File: src/sv/alm_pkg.sv
`timescale 1ns / 1ps
// Shared types and constants for the audio level meter.
// Used by the controller, the datapath, the divider and the top level.
package alm_pkg;

  localparam int LVL_W          = 15;
  localparam int SMP_W          = 16;
  localparam int BLOCK_LEN_DEF  = 64;
  localparam int RING_DEPTH_DEF = 16;

  localparam logic REQ_SAMPLE = 1'b0;
  localparam logic REQ_READ   = 1'b1;

  typedef struct packed {
    logic sample_take;
    logic read_take;
    logic blk_div_start;
    logic ring_div_start;
    logic avg_write;
    logic walk_step;
    logic out_load;
  } alm_cmd_t;

  typedef struct packed {
    logic blk_end;
    logic div_done;
    logic walk_last;
  } alm_sts_t;

endpackage

File: src/sv/alm_div.sv
`timescale 1ns / 1ps
// Divide by a constant through a reciprocal multiply: operand registered on start,
// quotient and done the cycle after. Depends on alm_pkg. Dividend below DEN * 2**LVL_W.
module alm_div #(
  parameter int NUM_W = 21,
  parameter int DEN   = 64
) (
  input  logic                      clk,
  input  logic                      rst_n,
  input  logic                      start,
  input  logic [NUM_W-1:0]          num,
  output logic                      done,
  output logic [alm_pkg::LVL_W-1:0] quo
);
  import alm_pkg::*;

  localparam int DEN_W  = $clog2(DEN);
  localparam int SH     = LVL_W + 2 * DEN_W;
  localparam int RCP_W  = LVL_W + DEN_W + 2;
  localparam int PROD_W = NUM_W + RCP_W;
  localparam logic [RCP_W-1:0] RECIP =
    RCP_W'(((64'd1 << SH) + 64'(DEN) - 64'd1) / 64'(DEN));

  logic [NUM_W-1:0]  num_r;
  logic [PROD_W-1:0] prod;
  logic [LVL_W-1:0]  quo_r;
  logic              busy_r;
  logic              done_r;

  assign prod = PROD_W'(num_r) * PROD_W'(RECIP);

  always_ff @(posedge clk) begin
    if (!rst_n) begin
      busy_r <= 1'b0;
      done_r <= 1'b0;
    end else begin
      busy_r <= start;
      done_r <= busy_r;
    end
    if (start) begin
      num_r <= num;
    end
    if (busy_r) begin
      quo_r <= prod[SH +: LVL_W];
    end
  end

  assign done = done_r;
  assign quo  = quo_r;

endmodule

File: src/sv/alm_dp.sv
`timescale 1ns / 1ps
// Datapath of the audio level meter: block sum, running peak, both rings,
// the ring walk and the result registers. Depends on alm_pkg and alm_div.
module alm_dp #(
  parameter int BLOCK_LEN  = alm_pkg::BLOCK_LEN_DEF,
  parameter int RING_DEPTH = alm_pkg::RING_DEPTH_DEF
) (
  input  logic                          clk,
  input  logic                          rst_n,
  input  alm_pkg::alm_cmd_t             cmd,
  output alm_pkg::alm_sts_t             sts,
  input  logic signed [alm_pkg::SMP_W-1:0] in_sample_value,
  output logic [alm_pkg::LVL_W-1:0]     out_avg_level,
  output logic [alm_pkg::LVL_W-1:0]     out_peak_level,
  output logic [alm_pkg::LVL_W-1:0]     out_held_peak,
  output logic                          out_ready_flag
);
  import alm_pkg::*;

  localparam int CNT_W = $clog2(BLOCK_LEN);
  localparam int SUM_W = LVL_W + $clog2(BLOCK_LEN);
  localparam int RAW   = $clog2(RING_DEPTH);
  localparam int TOT_W = LVL_W + RAW;

  logic [SUM_W-1:0] sum_r, sum_nxt;
  logic [CNT_W-1:0] cnt_r;
  logic [LVL_W-1:0] peak_r;
  logic [RAW-1:0]   avg_pos_r, peak_pos_r, walk_idx_r;
  logic             avg_full_r, peak_full_r, wrap_r;
  logic [LVL_W-1:0] mag;
  logic [SMP_W-1:0] neg_val;

  logic [LVL_W-1:0] avg_mem [RING_DEPTH];
  logic [LVL_W-1:0] peak_mem [RING_DEPTH];
  logic [LVL_W-1:0] avg_q_r, peak_q_r;
  logic             rd_pend_r, avg_vld_r, peak_vld_r;

  logic [TOT_W-1:0] total_r;
  logic [LVL_W-1:0] held_r, peak_res_r;
  logic             flag_res_r;

  logic             blk_done, ring_done;
  logic [LVL_W-1:0] blk_quo, ring_quo;

  logic [LVL_W-1:0] avg_lvl_r, peak_lvl_r, held_lvl_r;
  logic             ready_r;

  assign neg_val = ~in_sample_value + 1'b1;
  always_comb begin
    if (in_sample_value == {1'b1, {(SMP_W-1){1'b0}}}) begin
      mag = {LVL_W{1'b1}};
    end else if (in_sample_value[SMP_W-1]) begin
      mag = neg_val[LVL_W-1:0];
    end else begin
      mag = in_sample_value[LVL_W-1:0];
    end
  end

  assign sum_nxt = sum_r + SUM_W'(mag);

  alm_div #(
    .NUM_W (SUM_W),
    .DEN   (BLOCK_LEN)
  ) u_blk_div (
    .clk   (clk),
    .rst_n (rst_n),
    .start (cmd.blk_div_start),
    .num   (sum_nxt),
    .done  (blk_done),
    .quo   (blk_quo)
  );

  alm_div #(
    .NUM_W (TOT_W),
    .DEN   (RING_DEPTH)
  ) u_ring_div (
    .clk   (clk),
    .rst_n (rst_n),
    .start (cmd.ring_div_start),
    .num   (total_r),
    .done  (ring_done),
    .quo   (ring_quo)
  );

  always_ff @(posedge clk) begin
    if (!rst_n) begin
      sum_r       <= '0;
      cnt_r       <= '0;
      peak_r      <= '0;
      avg_pos_r   <= '0;
      peak_pos_r  <= '0;
      avg_full_r  <= 1'b0;
      peak_full_r <= 1'b0;
      wrap_r      <= 1'b0;
      walk_idx_r  <= '0;
      rd_pend_r   <= 1'b0;
    end else begin
      rd_pend_r <= cmd.walk_step;
      if (cmd.sample_take) begin
        if (mag > peak_r) begin
          peak_r <= mag;
        end
        if (cmd.blk_div_start) begin
          sum_r <= '0;
          cnt_r <= '0;
        end else begin
          sum_r <= sum_nxt;
          cnt_r <= cnt_r + 1'b1;
        end
      end
      if (cmd.avg_write) begin
        if (avg_pos_r == RAW'(RING_DEPTH - 1)) begin
          avg_pos_r  <= '0;
          avg_full_r <= 1'b1;
          wrap_r     <= 1'b1;
        end else begin
          avg_pos_r <= avg_pos_r + 1'b1;
        end
      end
      if (cmd.read_take) begin
        peak_r     <= '0;
        wrap_r     <= 1'b0;
        walk_idx_r <= '0;
        if (peak_pos_r == RAW'(RING_DEPTH - 1)) begin
          peak_pos_r  <= '0;
          peak_full_r <= 1'b1;
        end else begin
          peak_pos_r <= peak_pos_r + 1'b1;
        end
      end else if (cmd.walk_step) begin
        walk_idx_r <= walk_idx_r + 1'b1;
      end
    end
  end

  always_ff @(posedge clk) begin
    if (cmd.avg_write) begin
      avg_mem[avg_pos_r] <= blk_quo;
    end
    if (cmd.read_take) begin
      peak_mem[peak_pos_r] <= peak_r;
    end
    avg_q_r    <= avg_mem[walk_idx_r];
    peak_q_r   <= peak_mem[walk_idx_r];
    avg_vld_r  <= avg_full_r | (walk_idx_r < avg_pos_r);
    peak_vld_r <= peak_full_r | (walk_idx_r < peak_pos_r);
  end

  always_ff @(posedge clk) begin
    if (cmd.read_take) begin
      total_r    <= '0;
      held_r     <= '0;
      peak_res_r <= peak_r;
      flag_res_r <= wrap_r;
    end else if (rd_pend_r) begin
      if (avg_vld_r) begin
        total_r <= total_r + TOT_W'(avg_q_r);
      end
      if (peak_vld_r && (peak_q_r > held_r)) begin
        held_r <= peak_q_r;
      end
    end
    if (cmd.out_load) begin
      avg_lvl_r  <= ring_quo;
      peak_lvl_r <= peak_res_r;
      held_lvl_r <= held_r;
      ready_r    <= flag_res_r;
    end
  end

  assign sts.blk_end   = (cnt_r == CNT_W'(BLOCK_LEN - 1));
  assign sts.div_done  = blk_done | ring_done;
  assign sts.walk_last = (walk_idx_r == RAW'(RING_DEPTH - 1));

  assign out_avg_level  = avg_lvl_r;
  assign out_peak_level = peak_lvl_r;
  assign out_held_peak  = held_lvl_r;
  assign out_ready_flag = ready_r;

endmodule

File: src/sv/alm_ctrl.sv
`timescale 1ns / 1ps
// Controller of the audio level meter: sequences samples, block averages,
// ring walks and the output register. Depends on alm_pkg.
module alm_ctrl (
  input  logic              clk,
  input  logic              rst_n,
  input  logic              in_valid,
  output logic              in_stall,
  input  logic              in_req_type,
  output logic              out_valid,
  input  logic              out_stall,
  output alm_pkg::alm_cmd_t cmd,
  input  alm_pkg::alm_sts_t sts
);
  import alm_pkg::*;

  localparam logic [2:0] S_IDLE       = 3'd0;
  localparam logic [2:0] S_BLK_DIV    = 3'd1;
  localparam logic [2:0] S_WALK       = 3'd2;
  localparam logic [2:0] S_WALK_TAIL  = 3'd3;
  localparam logic [2:0] S_RING_START = 3'd4;
  localparam logic [2:0] S_RING_DIV   = 3'd5;
  localparam logic [2:0] S_OUT        = 3'd6;

  logic [2:0] state_r, state_nxt;
  logic       out_valid_r, out_valid_nxt;
  logic       out_free;

  assign out_free = !out_valid_r || !out_stall;

  always_comb begin
    cmd           = '0;
    state_nxt     = state_r;
    out_valid_nxt = out_valid_r && out_stall;
    case (state_r)
      S_IDLE: begin
        if (in_valid) begin
          if (in_req_type == REQ_SAMPLE) begin
            cmd.sample_take = 1'b1;
            if (sts.blk_end) begin
              cmd.blk_div_start = 1'b1;
              state_nxt         = S_BLK_DIV;
            end
          end else begin
            cmd.read_take = 1'b1;
            state_nxt     = S_WALK;
          end
        end
      end
      S_BLK_DIV: begin
        if (sts.div_done) begin
          cmd.avg_write = 1'b1;
          state_nxt     = S_IDLE;
        end
      end
      S_WALK: begin
        cmd.walk_step = 1'b1;
        if (sts.walk_last) begin
          state_nxt = S_WALK_TAIL;
        end
      end
      S_WALK_TAIL: begin
        state_nxt = S_RING_START;
      end
      S_RING_START: begin
        cmd.ring_div_start = 1'b1;
        state_nxt          = S_RING_DIV;
      end
      S_RING_DIV: begin
        if (sts.div_done) begin
          if (out_free) begin
            cmd.out_load  = 1'b1;
            out_valid_nxt = 1'b1;
            state_nxt     = S_IDLE;
          end else begin
            state_nxt = S_OUT;
          end
        end
      end
      S_OUT: begin
        if (out_free) begin
          cmd.out_load  = 1'b1;
          out_valid_nxt = 1'b1;
          state_nxt     = S_IDLE;
        end
      end
      default: begin
        state_nxt = S_IDLE;
      end
    endcase
  end

  always_ff @(posedge clk) begin
    if (!rst_n) begin
      state_r     <= S_IDLE;
      out_valid_r <= 1'b0;
    end else begin
      state_r     <= state_nxt;
      out_valid_r <= out_valid_nxt;
    end
  end

  assign in_stall  = (state_r != S_IDLE);
  assign out_valid = out_valid_r;

  a_div_done_state: assert property (@(posedge clk) disable iff (!rst_n)
    sts.div_done |-> (state_r == S_BLK_DIV || state_r == S_RING_DIV))
    else $error("divider finished outside a divide state");

  a_no_overwrite: assert property (@(posedge clk) disable iff (!rst_n)
    cmd.out_load |-> out_free)
    else $error("result loaded over a pending transaction");

  a_read_walks: assert property (@(posedge clk) disable iff (!rst_n)
    cmd.read_take |=> (state_r == S_WALK && in_stall))
    else $error("read transaction did not start the ring walk");

  a_load_sets_valid: assert property (@(posedge clk) disable iff (!rst_n)
    cmd.out_load |=> out_valid)
    else $error("loaded result not presented");

endmodule

File: src/sv/audio_level_meter.sv
`timescale 1ns / 1ps
// Audio level meter top level. Sample transaction: the sample that closes a
// block stalls the input while the reciprocal multiplier forms the average.
// Read transaction: one-port walk of both rings, then a constant divide, before the
// result is valid; input stalls until the result is loaded.
// No result for samples; one output register lets samples be taken while a result waits.
// Synchronous reset clears sums, peak, ring fill state and flags; rings need no clearing.
module audio_level_meter #(
  parameter int BLOCK_LEN  = alm_pkg::BLOCK_LEN_DEF,
  parameter int RING_DEPTH = alm_pkg::RING_DEPTH_DEF
) (
  input  logic                             clk,
  input  logic                             rst_n,
  input  logic                             in_valid,
  output logic                             in_stall,
  input  logic                             in_req_type,
  input  logic signed [alm_pkg::SMP_W-1:0] in_sample_value,
  output logic                             out_valid,
  input  logic                             out_stall,
  output logic [alm_pkg::LVL_W-1:0]        out_avg_level,
  output logic [alm_pkg::LVL_W-1:0]        out_peak_level,
  output logic [alm_pkg::LVL_W-1:0]        out_held_peak,
  output logic                             out_ready_flag
);
  import alm_pkg::*;

  alm_cmd_t cmd;
  alm_sts_t sts;

  alm_ctrl u_ctrl (
    .clk         (clk),
    .rst_n       (rst_n),
    .in_valid    (in_valid),
    .in_stall    (in_stall),
    .in_req_type (in_req_type),
    .out_valid   (out_valid),
    .out_stall   (out_stall),
    .cmd         (cmd),
    .sts         (sts)
  );

  alm_dp #(
    .BLOCK_LEN  (BLOCK_LEN),
    .RING_DEPTH (RING_DEPTH)
  ) u_dp (
    .clk             (clk),
    .rst_n           (rst_n),
    .cmd             (cmd),
    .sts             (sts),
    .in_sample_value (in_sample_value),
    .out_avg_level   (out_avg_level),
    .out_peak_level  (out_peak_level),
    .out_held_peak   (out_held_peak),
    .out_ready_flag  (out_ready_flag)
  );

endmodule
File: config.mk
export PLATFORM = sky130hd
export DESIGN_NAME = audio_level_meter
export DESIGN_NICKNAME = d
export VERILOG_FILES = /design/src/sv/alm_pkg.sv /design/src/sv/alm_div.sv /design/src/sv/alm_dp.sv /design/src/sv/alm_ctrl.sv /design/src/sv/audio_level_meter.sv
export SDC_FILE = /design/constraint.sdc
export NUM_CORES = 1
export LEC_CHECK = 0
export ABC_CLOCK_PERIOD_IN_PS = 13500
export BUFFER_PORTS_ARGS = -buffer_cell sky130_fd_sc_hd__buf_2
export CELL_PAD_IN_SITES_DETAIL_PLACEMENT = 0
export CELL_PAD_IN_SITES_GLOBAL_PLACEMENT = 2
export CORE_MARGIN = 2
export CORE_UTILIZATION = 40
export DETAILED_ROUTE_END_ITERATION = 10
export PLACE_DENSITY = 0.66
export SLEW_MARGIN = 0
export SYNTH_ARGS = -nofsm -noshare
export SYNTH_HDL_FRONTEND = slang
export SYNTH_HIERARCHICAL = 1
export SYNTH_SLANG_ARGS = --single-unit
export TNS_END_PERCENT = 10
File: constraint.sdc
create_clock -name clk -period 13.5 [get_ports clk]
set_input_delay 3.375 -clock clk [delete_from_list [all_inputs] [get_ports clk]]
set_output_delay 3.375 -clock clk [all_outputs]
set_load 0.02 [all_outputs]
# Yosys cells after proc, flatten, opt, wreduce, memory -nomap -nowiden
# Memories as Yosys holds them, arrays and structs flattened. A register that Yosys moved wholly into a read port is not among the register bits.
# Cells that the tools add are included.
[totals] mem_count=2 input_bits=21 register_bits=234 word_cells=114 ramBits=480
[memory_table] name="u_dp.avg_mem" depth=16 width=15 read_ports=1 rd_ports_with_merged_regs=1 wr=1 line="alm_dp.sv:33" source="logic [LVL_W-1:0] avg_mem [RING_DEPTH];"
[memory_table] name="u_dp.peak_mem" depth=16 width=15 read_ports=1 rd_ports_with_merged_regs=1 wr=1 line="alm_dp.sv:34" source="logic [LVL_W-1:0] peak_mem [RING_DEPTH];"
[op_classes] n_bitwise=5 muxes=35 n_addsub=7 n_eq_ne=17 order_cmp=4 reduce_logical=14
[ops] cell="$gt A15 B15 Y1" n=2
[ops] cell="$mux W15" n=2
[ops] cell="$mux W3" n=10
[ops] cell="$add A21 B15 Y21" n=1
[ops] cell="$mux W21" n=1
[ops] cell="$pmux W3 S7" n=1
[ops] cell="$add A19 B15 Y19" n=1
[ops] cell="$eq A16 B16 Y1 const B" n=1
[ops] cell="$mux W1" n=16
[ops] cell="$add A15 B1 Y15 const B" n=1
[ops] cell="$not A15 Y15" n=1
[ops] cell="$add A4 B1 Y4 const B" n=3
[ops] cell="$eq A4 B4 Y1 const B" n=3
[ops] cell="$reduce_and A2 Y1" n=5
[ops] cell="$eq A3 B3 Y1 const B" n=3
[ops] cell="$lt A4 B4 Y1" n=2
[ops] cell="$mux W4" n=2
[ops] cell="$ne A2 B2 Y1 const B" n=4
[ops] cell="$add A6 B1 Y6 const B" n=1
[ops] cell="$eq A3 B2 Y1 const B" n=2
[ops] cell="$eq A6 B6 Y1 const B" n=1
[ops] cell="$mux W6" n=1
[ops] cell="$reduce_and A6 Y1" n=1
[ops] cell="$pmux W1 S2" n=2
[ops] cell="11 further kinds" n=15

# Longest topological paths before layout
# Gate-level depths: netlist of run 1.
[depth] ltp_word=7 depth_mapped=17

# Cells and area by module
# The synthesis of run 1 kept the hierarchy.
[by_module_without_submodules] mod="alm_dp" cells_each=1589 area_per_inst_um2=27151.0 instances=1 seq_area_each_um2=18758.0
[by_module_without_submodules] mod="alm_div" cells_each=34 area_per_inst_um2=953.4 instances=2 seq_area_each_um2=940.9
[by_module_without_submodules] mod="alm_ctrl" cells_each=45 area_per_inst_um2=354.1 instances=1 seq_area_each_um2=80.1

# Worst setup path after synthesis of run 1
# Ideal clock, no wire load.
[synth_path] kind="input-to-reg" startpoint="input in_sample_value[7] (netlist name)" endpoint="register u_dp.sum_r[19]" setup_slack_ps=6352 setup_ps=70 stages=15 arrival_ps=7078 cell_sequence="or4_4 -> or3_4 -> or2_1 -> or3_1 -> buf_6 -> nand2_1 -> ha_1 -> clkbuf_1 -> nand3_1 -> and4_1 -> a211o_1 -> a31oi_1 -> nand3_1 -> or3_1 -> a21oi_1"
[synth_between] elab_chain_cells=6
[synth_lines] item="from (decl)" line="audio_level_meter.sv:17" source="input logic signed [alm_pkg::SMP_W-1:0] in_sample_value,"
[synth_lines] item="$not A15 Y15" line="alm_dp.sv:48" source="assign neg_val = ~in_sample_value + 1'b1;"
[synth_lines] item="$add A15 B1 Y15" line="alm_dp.sv:48"
[synth_lines] item="$mux W15" line="alm_dp.sv:52" source="end else if (in_sample_value[SMP_W-1]) begin"
[synth_lines] item="$mux W15 *" line="alm_dp.sv:50" source="if (in_sample_value == {1'b1, {(SMP_W-1){1'b0}}}) begin"
[synth_lines] item="named net u_dp.mag[7]" line="alm_dp.sv:30" source="logic [LVL_W-1:0] mag;"
[synth_lines] item="$add A21 B15 Y21 *" line="alm_dp.sv:59" source="assign sum_nxt = sum_r + SUM_W'(mag);"
[synth_lines] item="$mux W21 *" line="alm_dp.sv:103" source="if (cmd.blk_div_start) begin"
[synth_lines] item="to (signal assigned)" line="alm_dp.sv:107" source="sum_r <= sum_nxt;"
[synth_lines] item="to (decl)" line="alm_dp.sv:25" source="logic [SUM_W-1:0] sum_r, sum_nxt;"
# The timed path passes the listed nets; every way through them passes the cells marked *.
# A chain may end at the register's enable or synchronous reset.

# Worst setup path in the final report of run 1
# Same ends and word-level chain as after synthesis.

==> PnR_summary.wiki, run 1 <==
{| class="wikitable"
! Metric !! Value
|-
| Share of the yosys chip area belonging to registers || 70.45%
|-
| Number of antenna violations at the first check in global routing || 0
|-
| Fraction of synthesis flops using an asynchronous set or reset pin || 0%
|-
| Via count || 15.08k
|-
| DRC marker count from the first detailed-route iteration || 997
|-
| Pwr per Cell Area || 147.9 nW/um^2
|-
| VDD IR-drop max || 0.07473 mV
|-
| RSZ-0062 raised after global routing || no
|-
| Vias per inst || 5.323
|-
| Fraction of the mapped netlist area in adder cells || 3.412%
|-
| Combinational Power Share || 5.3%
|-
| Type of the worst setup path || input port to register
|-
| Chip height || 275.2 um
|-
| Buffer cell driving the clock tree root || sky130_fd_sc_hd__clkbuf_16
|-
| Wire length of the first global-routing pass || 96120 um
|-
| Worst Max-Slew Pin Slew || 1.196 ns
|-
| Number of global-route vias before repair || 15.40k
|-
| Setup skew after layout || 0.03122 ns
|-
| Clock network fraction of design power || 44.3%
|-
| Critical register-to-register path endpoint || u_dp/avg_q_r[1]$_DFF_P_
|-
| Slowest cell delay on critical path || 0.55 ns
|-
| Ranking of synthesized cells by area || sky130_fd_sc_hd__edfxtp_1 61%, sky130_fd_sc_hd__mux4_2 11%, sky130_fd_sc_hd__dfxtp_1 9.0%, sky130_fd_sc_hd__ha_1 3.3%, sky130_fd_sc_hd__mux2i_1 1.1%
|-
| Time the final worst path needs with I/O delays and setup || 7.180 ns
|-
| Yosys synthesis warning count || 6
|-
| Cell taking the most area after synthesis || sky130_fd_sc_hd__edfxtp_1
|-
| Share of post-route cells with drive strength above 1 || 20.89%
|-
| Type of destination of the critical path || register
|-
| Compound-Gate Fraction of Synth Area || 4.599%
|-
| FMAX || 139.3 MHz
|-
| Final Hold Fails || 0
|-
| Highest-delay cell along the critical path || sky130_fd_sc_hd__or4_4
|-
| Mux cell area share after synthesis || 12.76%
|-
| Switching power || 1.062 mW
|-
| Width of the die || 275.2 um
|-
| Mean area per synthesized cell || 17.28 sq um
|-
| Fin nets || 1904
|-
| Die outline area || 75720 sq um
|-
| Hold Buf Count CTS || 0
|-
| Static Leak || 11.25 nW
|-
| Setup slack of the critical path after layout || 6.320 ns
|-
| Ports placed on the boundary || 69
|-
| Maximum number of pins on one net before global-route repair || 72
|-
| Worst setup path startpoint || in_sample_value[7]
|-
| Sum of overflow across all layers after global routing || 0
|-
| Critical path startpoint category || input port
|-
| Largest fanout on the critical path || 10
|-
| Worst EP arrival || 7.73 ns
|-
| Register-to-register setup slack || 9.94 ns
|-
| Internal power of the cells || 3.897 mW
|-
| Filler Cells Inserted || 6237
|-
| Core region area || 72830 sq um
|-
| Count of state elements after synthesis || 734
|-
| Count of cells along the worst hold path || 0
|-
| Req. time, crit path || 14.05 ns
|-
| Hold Worst Slack || 0.4155 ns
|-
| Outcome || complete, no violations
|-
| Max-cap viol count || 0
|-
| Half-perimeter wire length after placement || 37840 um
|-
| Distinct cells, synth || 76
|-
| Minimum setup slack after placement || 5.727 ns
|-
| Synth Instances || 1702
|-
| Quantity of gates resized following cts || 0
|-
| Share of the synthesized area in the top cell type || 61.46%
|-
| Slew margin rel. || 20.27%
|-
| Worst setup path endpoint || u_dp/sum_r[19]$_SDFFE_PN0P_
|-
| Number of cells on the worst reg-to-reg path || 4
|-
| Clock slew seen by the registers of the worst setup and hold paths || 0.05 ns
|-
| Number of clock sinks seen by CTS || 734
|-
| Most frequent cell after synthesis || sky130_fd_sc_hd__edfxtp_1
|-
| CP cell instances || buf_2 > or4_4 > or3_4 > or2_1 > or3_1 > nand2_1 > ha_1 > nand3_1 > and4_1 > a211o_1 > a31oi_1 > nand3_1 > or3_1 > a21oi_1
|-
| Sum Neg Setup Slack || 0 ns
|-
| Count of H-tree levels built during CTS || 3
|-
| Relative contribution of sequential cells to total power || 50.4%
|-
| Period utilization || 53.19%
|-
| Number of nets with antenna violations after routing || 0
|-
| Routability congestion estimate || 0.7863
|-
| DRC violations left || 0
|-
| Number of I/O port buffers || 68
|-
| Most instantiated cells after synthesis || 602 x sky130_fd_sc_hd__edfxtp_1, 150 x sky130_fd_sc_hd__mux4_2, 132 x sky130_fd_sc_hd__dfxtp_1
|-
| Hold crit path type || register to register
|-
| Total setup buffers inserted after CTS || 0
|-
| Initial core utilization || 40.38%
|-
| Area growth, synth to finish || 13.99%
|-
| Routed wire length per instance || 22.63 um
|-
| Synth Flop Type || sky130_fd_sc_hd__edfxtp_1
|-
| TritonCTS clock tree || yes
|-
| Number of rows created at floorplan || 99
|-
| Buffer levels on the longest clock path || 3
|-
| Number of synthesized flops with an enable pin || 602
|-
| Share of synthesized cell area in and, or, nand and nor gates || 5.862%
|-
| Switching share of total power || 21.42%
|-
| Main combinational cell family by area after synthesis || multiplexers
|-
| Synthesized-area fraction occupied by xor and xnor cells || 1.191%
|-
| Max-slew violation count || 0
|-
| Cell area after synthesis || 29410 sq um
|-
| Number of buffers created by CTS || 81
|-
| Total wire length || 64100 um
|-
| FF-to-FF Start || u_dp/walk_idx_r[0]$_SDFFE_PP0P_
|-
| Overall track demand over capacity in global routing || 17.22%
|-
| Total nets after synthesis || 1802
|-
| TritonRoute pass-1 iters || 5
|-
| Final setup vio count || 0
|-
| Worst-Skew Late Latency || 0.64 ns
|}
power by group through the flow:
| stage | clock network, mW | logic, mW | registers (mW) |
|---|---|---|---|
| floorplan | 0 | 0.202 | 2.53 |
| global placement | 0 | 0.263 | 2.55 |
| detailed placement | 0 | 0.263 | 2.55 |
| CTS | 2.26 | 0.264 | 2.50 |
| global route | 2.34 | 0.289 | 2.50 |
| finish | 2.20 | 0.260 | 2.50 |
registers in the layout, summed over array words and instances, names as in the netlist, 19 cells and up:
name / cells
u_dp/peak_mem: 240
u_dp/sum_r: 21
u_dp/avg_mem: 240
u_dp/total_r: 19
worst max-delay path, delay by kind of cell:
| family | cells | cell delay (ns) |
|---|---|---|
| adder cells (fa/ha/maj) | 1 | 0.34 |
| AO/OA/AOI/OAI | 3 | 1.00 |
| buffers and inverters | 1 | 0.13 |
| AND/OR/NAND/NOR | 9 | 2.86 |
worst min-delay path by stage:
stage,endpoint,slack [ns],from
finish,u_dp/out_avg_level[8]$_DFFE_PP_,0.42,u_dp/u_ring_div/quo[8]$_DFFE_PP_
global route,u_dp/out_avg_level[3]$_DFFE_PP_,0.42,u_dp/u_ring_div/quo[3]$_DFFE_PP_
CTS,u_dp/out_avg_level[8]$_DFFE_PP_,0.42,u_dp/u_ring_div/quo[8]$_DFFE_PP_
detailed placement,u_dp/out_avg_level[8]$_DFFE_PP_,0.40,u_dp/u_ring_div/quo[8]$_DFFE_PP_
global placement,u_dp/out_peak_level[5]$_DFFE_PP_,0.40,u_dp/peak_res_r[5]$_DFFE_PP_
floorplan,u_dp/out_avg_level[0]$_DFFE_PP_,0.40,u_dp/u_ring_div/quo[0]$_DFFE_PP_
kinds of logic (layout without fill, tap and decap cells):
| logic type | count (synthesis) | count (layout) |
|---|---|---|
| adder cells (fa/ha/maj) | 79 | 79 |
| other | 0 | 2 |
| multiplexers | 187 | 187 |
| AND/OR/NAND/NOR | 330 | 330 |
| XOR/XNOR | 40 | 40 |
| buffers and inverters | 128 | 298 |
| flip-flops | 734 | 734 |
| AO/OA/AOI/OAI | 204 | 204 |
area by class of cell:
type,count,area (sq um),share of cell area (%)
sequential,734,20730,61.83
tap,959,1200,3.579
antenna,2,5.005,0.01493
clock buffer,108,2221,6.624
clock inverter,43,455.4,1.358
timing repair buffer,86,475.5,1.418
multi-input combinational,840,8212,24.49
inverter,61,229.0,0.6829
per-stage QoR:
stage	utilization (%)	total power, mW	instances	cell area (sq um)
floorplan	-	2.729	1702	29410
global placement	42.35	2.811	2680	30850
detailed placement	42.35	2.811	2680	30850
CTS	46.02	5.026	2831	33520
global route	46.02	5.137	2831	33520
finish	46.03	4.959	2833	33530
cells in the final DEF (no fill, tap or decap), drive strengths merged, types with 12 or more instances in the layout:
cell type / instances
clkbuf: 108
buf: 86
inv: 63
a21o: 18
nand2: 60
nand3: 25
xnor2: 21
dfxtp: 132
mux4: 150
ha: 77
xor2: 19
o21a: 12
nor2: 80
clkinv: 29
and2: 50
mux2i: 33
edfxtp: 602
nand4: 17
o21ai: 39
nor2b: 30
a21oi: 52
and3: 12
a31oi: 14
metal layers:
metal	part of all wire [%]	up-vias	wire length (um)	GRT usage, %
met2	47	325	30400	27.93
met4	2.2	0	1436	4.836
met3	4.3	98	2780	2.976
met5	0	-	0	0
li1	-	6905	-	-
met1	46	7753	29480	24.01
Power figures use the tool's default switching activity.
==> run 2: changes to the inputs <==
--- a/config.mk
+++ b/config.mk
@@ -5,7 +5,7 @@
 export SDC_FILE = /design/constraint.sdc
 export NUM_CORES = 1
 export LEC_CHECK = 0
-export ABC_CLOCK_PERIOD_IN_PS = 13500
+export ABC_CLOCK_PERIOD_IN_PS = 7000
 export BUFFER_PORTS_ARGS = -buffer_cell sky130_fd_sc_hd__buf_2
 export CELL_PAD_IN_SITES_DETAIL_PLACEMENT = 0
 export CELL_PAD_IN_SITES_GLOBAL_PLACEMENT = 2
==> constraint.sdc (replaced) <==
create_clock -name clk -period 7 [get_ports clk]
set_input_delay 1.75 -clock clk [delete_from_list [all_inputs] [get_ports clk]]
set_output_delay 1.75 -clock clk [all_outputs]
set_load 0.02 [all_outputs]
==> run 2 against run 1 <==
  * Hold slack got worse by 0.0032 ns
  * Core utilization rose by 0.11 points
  * Sequential share of layout area fell by 0.14 points
  * Highest routed layer unchanged
  * Clock power rose by 96%
  * Combinational power rose by 92%
  * Flip-flop and latch count did not move
  * Global-route usage rose by 0.14 points
  * Design area rose by 0.23%
==> PnR_summary.wiki, run 2 (same netlist as run 1, synthesis figures left out) <==
{| class="wikitable"
! Metric !! Value
|-
| Worst-Skew Late Latency || 0.63 ns
|-
| Area growth, synth to finish || 14.26%
|-
| Largest fanout on the critical path || 11
|-
| Number of nets with antenna violations after routing || 0
|-
| Number of cells on the worst reg-to-reg path || 5
|-
| Hold Worst Slack || 0.4123 ns
|-
| Routed wire length per instance || 22.80 um
|-
| Number of global-route vias before repair || 15.57k
|-
| Count of H-tree levels built during CTS || 3
|-
| RSZ-0062 raised after global routing || no
|-
| Maximum number of pins on one net before global-route repair || 66
|-
| Hold Crit Start || u_dp/wrap_r$_SDFFE_PP0P_
|-
| Max-cap viol count || 0
|-
| TritonRoute pass-1 iters || 5
|-
| Final Hold Fails || 0
|-
| Buffer cell driving the clock tree root || sky130_fd_sc_hd__clkbuf_16
|-
| Hold Buf Count CTS || 0
|-
| Number of rows created at floorplan || 99
|-
| Number of clock sinks seen by CTS || 734
|-
| FMAX || 187.6 MHz
|-
| Filler Cells Inserted || 6292
|-
| Worst Max-Slew Pin Slew || 1.226 ns
|-
| Req. time, crit path || 7.46 ns
|-
| Share of post-route cells with drive strength above 1 || 21.23%
|-
| Overall track demand over capacity in global routing || 17.36%
|-
| Number of I/O port buffers || 68
|-
| Pwr per Cell Area || 286.7 nW/um^2
|-
| Most common library cell in the layout ignoring fill and taps || sky130_fd_sc_hd__edfxtp_1
|-
| Sum Neg Setup Slack || 0 ns
|-
| Ports placed on the boundary || 69
|-
| Time the final worst path needs with I/O delays and setup || 5.330 ns
|-
| Half-perimeter wire length after placement || 37850 um
|-
| DRC marker count from the first detailed-route iteration || 1120
|-
| Total setup buffers inserted after CTS || 0
|-
| Slew margin rel. || 18.28%
|-
| Number of antenna violations at the first check in global routing || 2
|-
| Register-to-register setup slack || 3.51 ns
|-
| Clock slew seen by the registers of the worst setup and hold paths || 0.06 ns
|-
| Quantity of gates resized following cts || 0
|-
| Routability congestion estimate || 0.7823
|-
| Critical register-to-register path endpoint || u_dp/avg_mem[4][2]$_DFFE_PP_
|-
| Initial core utilization || 40.38%
|-
| Setup skew after layout || 0.03171 ns
|-
| Cell area after placement || 30840 sq um
|-
| Period utilization || 76.15%
|-
| Max-slew violation count || 0
|-
| Commonest cells after routing, fill and taps aside || 602 x sky130_fd_sc_hd__edfxtp_1, 150 x sky130_fd_sc_hd__mux4_2, 128 x sky130_fd_sc_hd__dfxtp_1, 82 x sky130_fd_sc_hd__clkbuf_16, 80 x sky130_fd_sc_hd__nor2_1
|-
| TritonCTS clock tree || yes
|-
| FF-to-FF Start || u_ctrl/state_r[0]$_SDFFE_PN0P_
|-
| Type of destination of the critical path || register
|-
| Critical path startpoint category || input port
|-
| Buffer levels on the longest clock path || 3
|-
| Type of the worst setup path || input port to register
|-
| VDD IR-drop max || 0.1619 mV
|-
| Finished layout cell area || 33600 sq um
|-
| DRC violations left || 0
|-
| Biggest regs || u_dp/avg_mem: 240 flops, u_dp/peak_mem: 240 flops, u_dp/sum_r: 21 flops
|-
| Width of the die || 275.2 um
|-
| Worst EP arrival || 5.79 ns
|-
| Die outline area || 75720 sq um
|-
| Number of buffers created by CTS || 81
|-
| Sum of overflow across all layers after global routing || 0
|-
| Chip height || 275.2 um
|-
| Endpoint, Worst Hold || u_dp/flag_res_r$_DFFE_PP_
|-
| Via count || 15.09k
|-
| Final setup vio count || 0
|-
| Core region area || 72830 sq um
|-
| Outcome || complete, no violations
|-
| Count of cells along the worst hold path || 0
|-
| Hold crit path type || register to register
|-
| Total wire length || 64580 um
|-
| Fin nets || 1903
|-
| Wire length of the first global-routing pass || 97100 um
|-
| Vias per inst || 5.329
|-
| Final Core Density || 46.14%
|-
| Static Leak || 11.27 nW
|}
[run 2: cell type report]
type / instances / area (sq um) / area share (%)
diodes: 3 / 7.507 / 0.02234
clock buffers: 104 / 2225 / 6.620
clock inverters: 46 / 534.3 / 1.590
inverters: 61 / 229.0 / 0.6814
multi-input cells: 840 / 8212 / 24.44
flip-flops and latches: 734 / 20730 / 61.69
well taps: 959 / 1200 / 3.571
repair buffers: 85 / 467.9 / 1.393
[run 2: routing by layer]
metal / vias to the layer above / routed length, um / track usage [%]
met3: 87 / 2609 / 2.837
met5: - / 0 / 0
met1: 7834 / 30330 / 24.57
met2: 283 / 30500 / 28.00
met4: 0 / 1137 / 4.566
li1: 6887 / - / -
[run 2: worst max path at each step]
| stage | startpoint | endpoint | slack, ns | cells past startpoint |
|---|---|---|---|---|
| floorplan | in_sample_value[7] | u_dp/sum_r[19]$_SDFFE_PN0P_ | 1.48 | 15 |
| global placement | in_sample_value[7] | u_dp/peak_r[12]$_SDFFE_PP0P_ | 1.07 | 15 |
| detailed placement | in_sample_value[7] | u_dp/peak_r[12]$_SDFFE_PP0P_ | 1.01 | 15 |
| CTS | in_sample_value[7] | u_dp/peak_r[12]$_SDFFE_PP0P_ | 1.69 | 15 |
| global route | in_sample_value[7] | u_dp/peak_r[14]$_SDFFE_PP0P_ | 1.47 | 15 |
| finish | in_sample_value[7] | u_dp/peak_r[12]$_SDFFE_PP0P_ | 1.67 | 15 |
[run 2: through the flow]
step	cells	total power [mW]	setup slack (ns)
after CTS	2829	9.771	1.687
after global placement	2679	5.420	1.069
after detailed placement	2679	5.421	1.008
after floorplan	1702	5.263	1.477
after global routing	2829	9.999	1.468
final	2832	9.636	1.670
[run 2: critical path, stage by stage]
cell	delay [ns]
sky130_fd_sc_hd__buf_2	0.13
sky130_fd_sc_hd__or4_4	0.55
sky130_fd_sc_hd__or3_4	0.36
sky130_fd_sc_hd__or2_1	0.28
sky130_fd_sc_hd__or3_1	0.53
sky130_fd_sc_hd__nand2_1	0.20
sky130_fd_sc_hd__ha_1	0.17
sky130_fd_sc_hd__a21o_1	0.11
sky130_fd_sc_hd__a21o_1	0.11
sky130_fd_sc_hd__a21oi_1	0.06
sky130_fd_sc_hd__or2_2	0.28
sky130_fd_sc_hd__a31oi_2	0.74
sky130_fd_sc_hd__buf_4	0.28
sky130_fd_sc_hd__mux2i_1	0.19
sky130_fd_sc_hd__nor2_1	0.06
[run 2: where the power goes]
group	switching (mW)	internal, mW	leakage, nW
logic	0.269	0.230	3.32
registers	0.0731	4.75	6.61
clock network	1.75	2.57	1.34
total	2.09	7.55	11.3
==> run 3: changes to the inputs <==
--- a/config.mk
+++ b/config.mk
@@ -5,7 +5,7 @@
 export SDC_FILE = /design/constraint.sdc
 export NUM_CORES = 1
 export LEC_CHECK = 0
-export ABC_CLOCK_PERIOD_IN_PS = 7000
+export ABC_CLOCK_PERIOD_IN_PS = 5210
 export BUFFER_PORTS_ARGS = -buffer_cell sky130_fd_sc_hd__buf_2
 export CELL_PAD_IN_SITES_DETAIL_PLACEMENT = 0
 export CELL_PAD_IN_SITES_GLOBAL_PLACEMENT = 2
==> constraint.sdc (replaced) <==
create_clock -name clk -period 5.21 [get_ports clk]
set_input_delay 1.3025 -clock clk [delete_from_list [all_inputs] [get_ports clk]]
set_output_delay 1.3025 -clock clk [all_outputs]
set_load 0.02 [all_outputs]
==> run 3 against run 2 <==
  * Global-route usage decreased by 0.35 points
  * Hold slack improved by 0.0032 ns
  * Core utilization increased by 0.11 points
  * Largest power group unchanged
  * Setup slack got worse by 1.1 ns
  * Non-clock buffer count increased by 45
  * Design area increased by 0.23%
  * Clock power increased by 23%
  * Sequential share of layout area decreased by 0.14 points
  * Die area unchanged
  * Clock skew decreased by 0.012 ns
  * Total power increased by 30%
  * Register-to-register slack got worse by 1.8 ns
==> PnR_summary.wiki, run 3 (same netlist as run 1, synthesis figures left out) <==
{| class="wikitable"
! Metric !! Value
|-
| Worst-Skew Late Latency || 0.61 ns
|-
| Max-cap viol count || 0
|-
| Metal3 WL || 3005 um
|-
| Final Hold Fails || 0
|-
| Type of the worst setup path || input port to register
|-
| Hold crit path type || register to register
|-
| Routed metal-1 wirelength || 28910 um
|-
| Slew margin rel. || 21.65%
|-
| Buffer cell driving the clock tree root || sky130_fd_sc_hd__clkbuf_16
|-
| Clock slew seen by the registers of the worst setup and hold paths || 0.06 ns
|-
| Highest-delay cell along the critical path || sky130_fd_sc_hd__or4_4
|-
| Number of antenna cells inserted || 0
|-
| Met2 routed WL || 30610 um
|-
| Routability congestion estimate || 0.7971
|-
| Time the final worst path needs with I/O delays and setup || 4.681 ns
|-
| Worst Max-Slew Pin Slew || 1.175 ns
|-
| Count of placed standard cells in the final layout, fillers left out || 2868
|-
| VDD IR-drop max || 0.2382 mV
|-
| RSZ-0062 raised after global routing || no
|-
| Core region area || 72830 sq um
|-
| TritonCTS clock tree || yes
|-
| Register-to-register setup slack || 1.70 ns
|-
| Routed wire length per instance || 22.13 um
|-
| Number of antenna violations at the first check in global routing || 2
|-
| Die outline area || 75720 sq um
|-
| Largest fanout on the critical path || 9
|-
| CP cell instances || buf_2 > or4_4 > or3_4 > or2_1 > or3_1 > o211ai_2 > ha_1 > a211o_1 > a21oi_1 > o21ai_0 > a211oi_1 > o31ai_1 > mux2i_1 > a31o_2
|-
| Critical path startpoint category || input port
|-
| Area growth, synth to finish || 14.52%
|-
| Overall track demand over capacity in global routing || 17.01%
|-
| Endpoint, Worst Hold || u_dp/u_ring_div/quo[5]$_DFFE_PP_
|-
| Share of post-route cells with drive strength above 1 || 22.21%
|-
| TritonRoute pass-1 iters || 5
|-
| Number of buffers created by CTS || 77
|-
| Fin nets || 1944
|-
| Number of cells on the worst reg-to-reg path || 6
|-
| Max-slew violation count || 0
|-
| Wire length of the first global-routing pass || 95250 um
|-
| Req. time, crit path || 5.71 ns
|-
| Number of global-route vias before repair || 15.39k
|-
| Setup skew after layout || 0.01925 ns
|-
| Maximum number of pins on one net before global-route repair || 78
|-
| Period utilization || 89.85%
|-
| Static Leak || 11.35 nW
|-
| Via count || 15.14k
|-
| Instance count after placement with tap cells included || 2724
|-
| FF-to-FF Start || u_ctrl/state_r[0]$_SDFFE_PN0P_
|-
| Sum of overflow across all layers after global routing || 0
|-
| Biggest regs || u_dp/avg_mem: 240 flops, u_dp/peak_mem: 240 flops, u_dp/sum_r: 21 flops
|-
| Power, Total || 12.50 mW
|-
| DRC marker count from the first detailed-route iteration || 1127
|-
| Buffer levels on the longest clock path || 3
|-
| Half-perimeter wire length after placement || 38180 um
|-
| Outcome || complete, no violations
|-
| Total setup buffers inserted after CTS || 0
|-
| Quantity of gates resized following cts || 0
|-
| Ports placed on the boundary || 69
|-
| Hold Crit Start || u_dp/u_ring_div/num_r[9]$_DFFE_PP_
|-
| Total wire length || 63470 um
|-
| Hold Buf Count CTS || 0
|-
| Number of nets with antenna violations after routing || 0
|-
| Initial core utilization || 40.38%
|-
| Worst EP arrival || 5.18 ns
|-
| FMAX || 213.6 MHz
|-
| Count of H-tree levels built during CTS || 3
|-
| Critical register-to-register path endpoint || u_dp/avg_mem[15][1]$_DFFE_PP_
|-
| Count of cells along the worst hold path || 0
|-
| Type of destination of the critical path || register
|-
| Number of rows created at floorplan || 99
|-
| Final setup vio count || 0
|-
| Most common library cell in the layout ignoring fill and taps || sky130_fd_sc_hd__edfxtp_1
|-
| Slowest cell delay on critical path || 0.53 ns
|-
| Number of I/O port buffers || 68
|-
| Number of clock sinks seen by CTS || 734
|-
| DRC violations left || 0
|-
| Vias per inst || 5.280
|-
| Uppermost metal layer occupied by signal nets || met4
|-
| Chip height || 275.2 um
|-
| Commonest cells after routing, fill and taps aside || 602 x sky130_fd_sc_hd__edfxtp_1, 150 x sky130_fd_sc_hd__mux4_2, 128 x sky130_fd_sc_hd__dfxtp_1, 80 x sky130_fd_sc_hd__clkbuf_16, 80 x sky130_fd_sc_hd__nor2_1
|-
| Pwr per Cell Area || 371.0 nW/um^2
|-
| Width of the die || 275.2 um
|}
==> run 3: metal layers <==
layer  track usage (%)  vias up
li1                  -     6965
met5                 0        -
met4             4.424        0
met3             2.426       61
met2             28.03      319
met1             23.80     7799
==> run 3: worst max path at each step <==
stage | depth (start not counted) | slack, ns | end | start
2_1_floorplan | 15 | 0.13 | u_dp/sum_r[19]$_SDFFE_PN0P_ | in_sample_value[7]
3_3_place_gp | 14 | -0.03 | u_dp/sum_r[13]$_SDFFE_PN0P_ | in_sample_value[7]
3_5_place_dp | 14 | -0.07 | u_dp/sum_r[13]$_SDFFE_PN0P_ | in_sample_value[7]
4_1_cts | 14 | 0.59 | u_dp/sum_r[13]$_SDFFE_PN0P_ | in_sample_value[7]
5_1_grt | 14 | 0.28 | u_dp/sum_r[13]$_SDFFE_PN0P_ | in_sample_value[7]
6_report | 14 | 0.53 | u_dp/sum_r[13]$_SDFFE_PN0P_ | in_sample_value[7]
==> run 3: stage by stage <==
step                      TNS (ns)  utilization, %  instance area (sq um)  hold WS [ns]  setup slack [ns]
after floorplan                  0               -                  29410        0.4003            0.1349
after global placement    -0.02591           42.87                  31230        0.4014          -0.02591
after detailed placement  -0.07598           42.87                  31230        0.4045          -0.06637
after CTS                        0           46.25                  33680        0.4142            0.5904
after global routing             0           46.25                  33680        0.4192            0.2795
final                            0           46.25                  33680        0.4155            0.5288
==> run 3: power breakdown <==
| group | total, mW | internal, mW | switching, mW |
|---|---|---|---|
| clock | 5.31 | 3.10 | 2.21 |
| sequential | 6.48 | 6.38 | 0.0989 |
| combinational | 0.704 | 0.341 | 0.363 |
==> run 3: cell type report <==
class                   instances  area (sq um)
multi-input cells             840          8212
repair buffers                130         855.8
clock buffers                 102          2105
inverters                      61         229.0
fillers                      6294         39150
well taps                     959          1200
flip-flops and latches        734         20730
clock inverters                42         352.8
==> run 3: critical path, delay by kind of cell <==
kind            cells  cell delay (ns)
mux                 1             0.14
compound gates      7             1.73
simple gates        4             1.64
fa+ha+maj           1             0.27
buf+inv             1             0.10
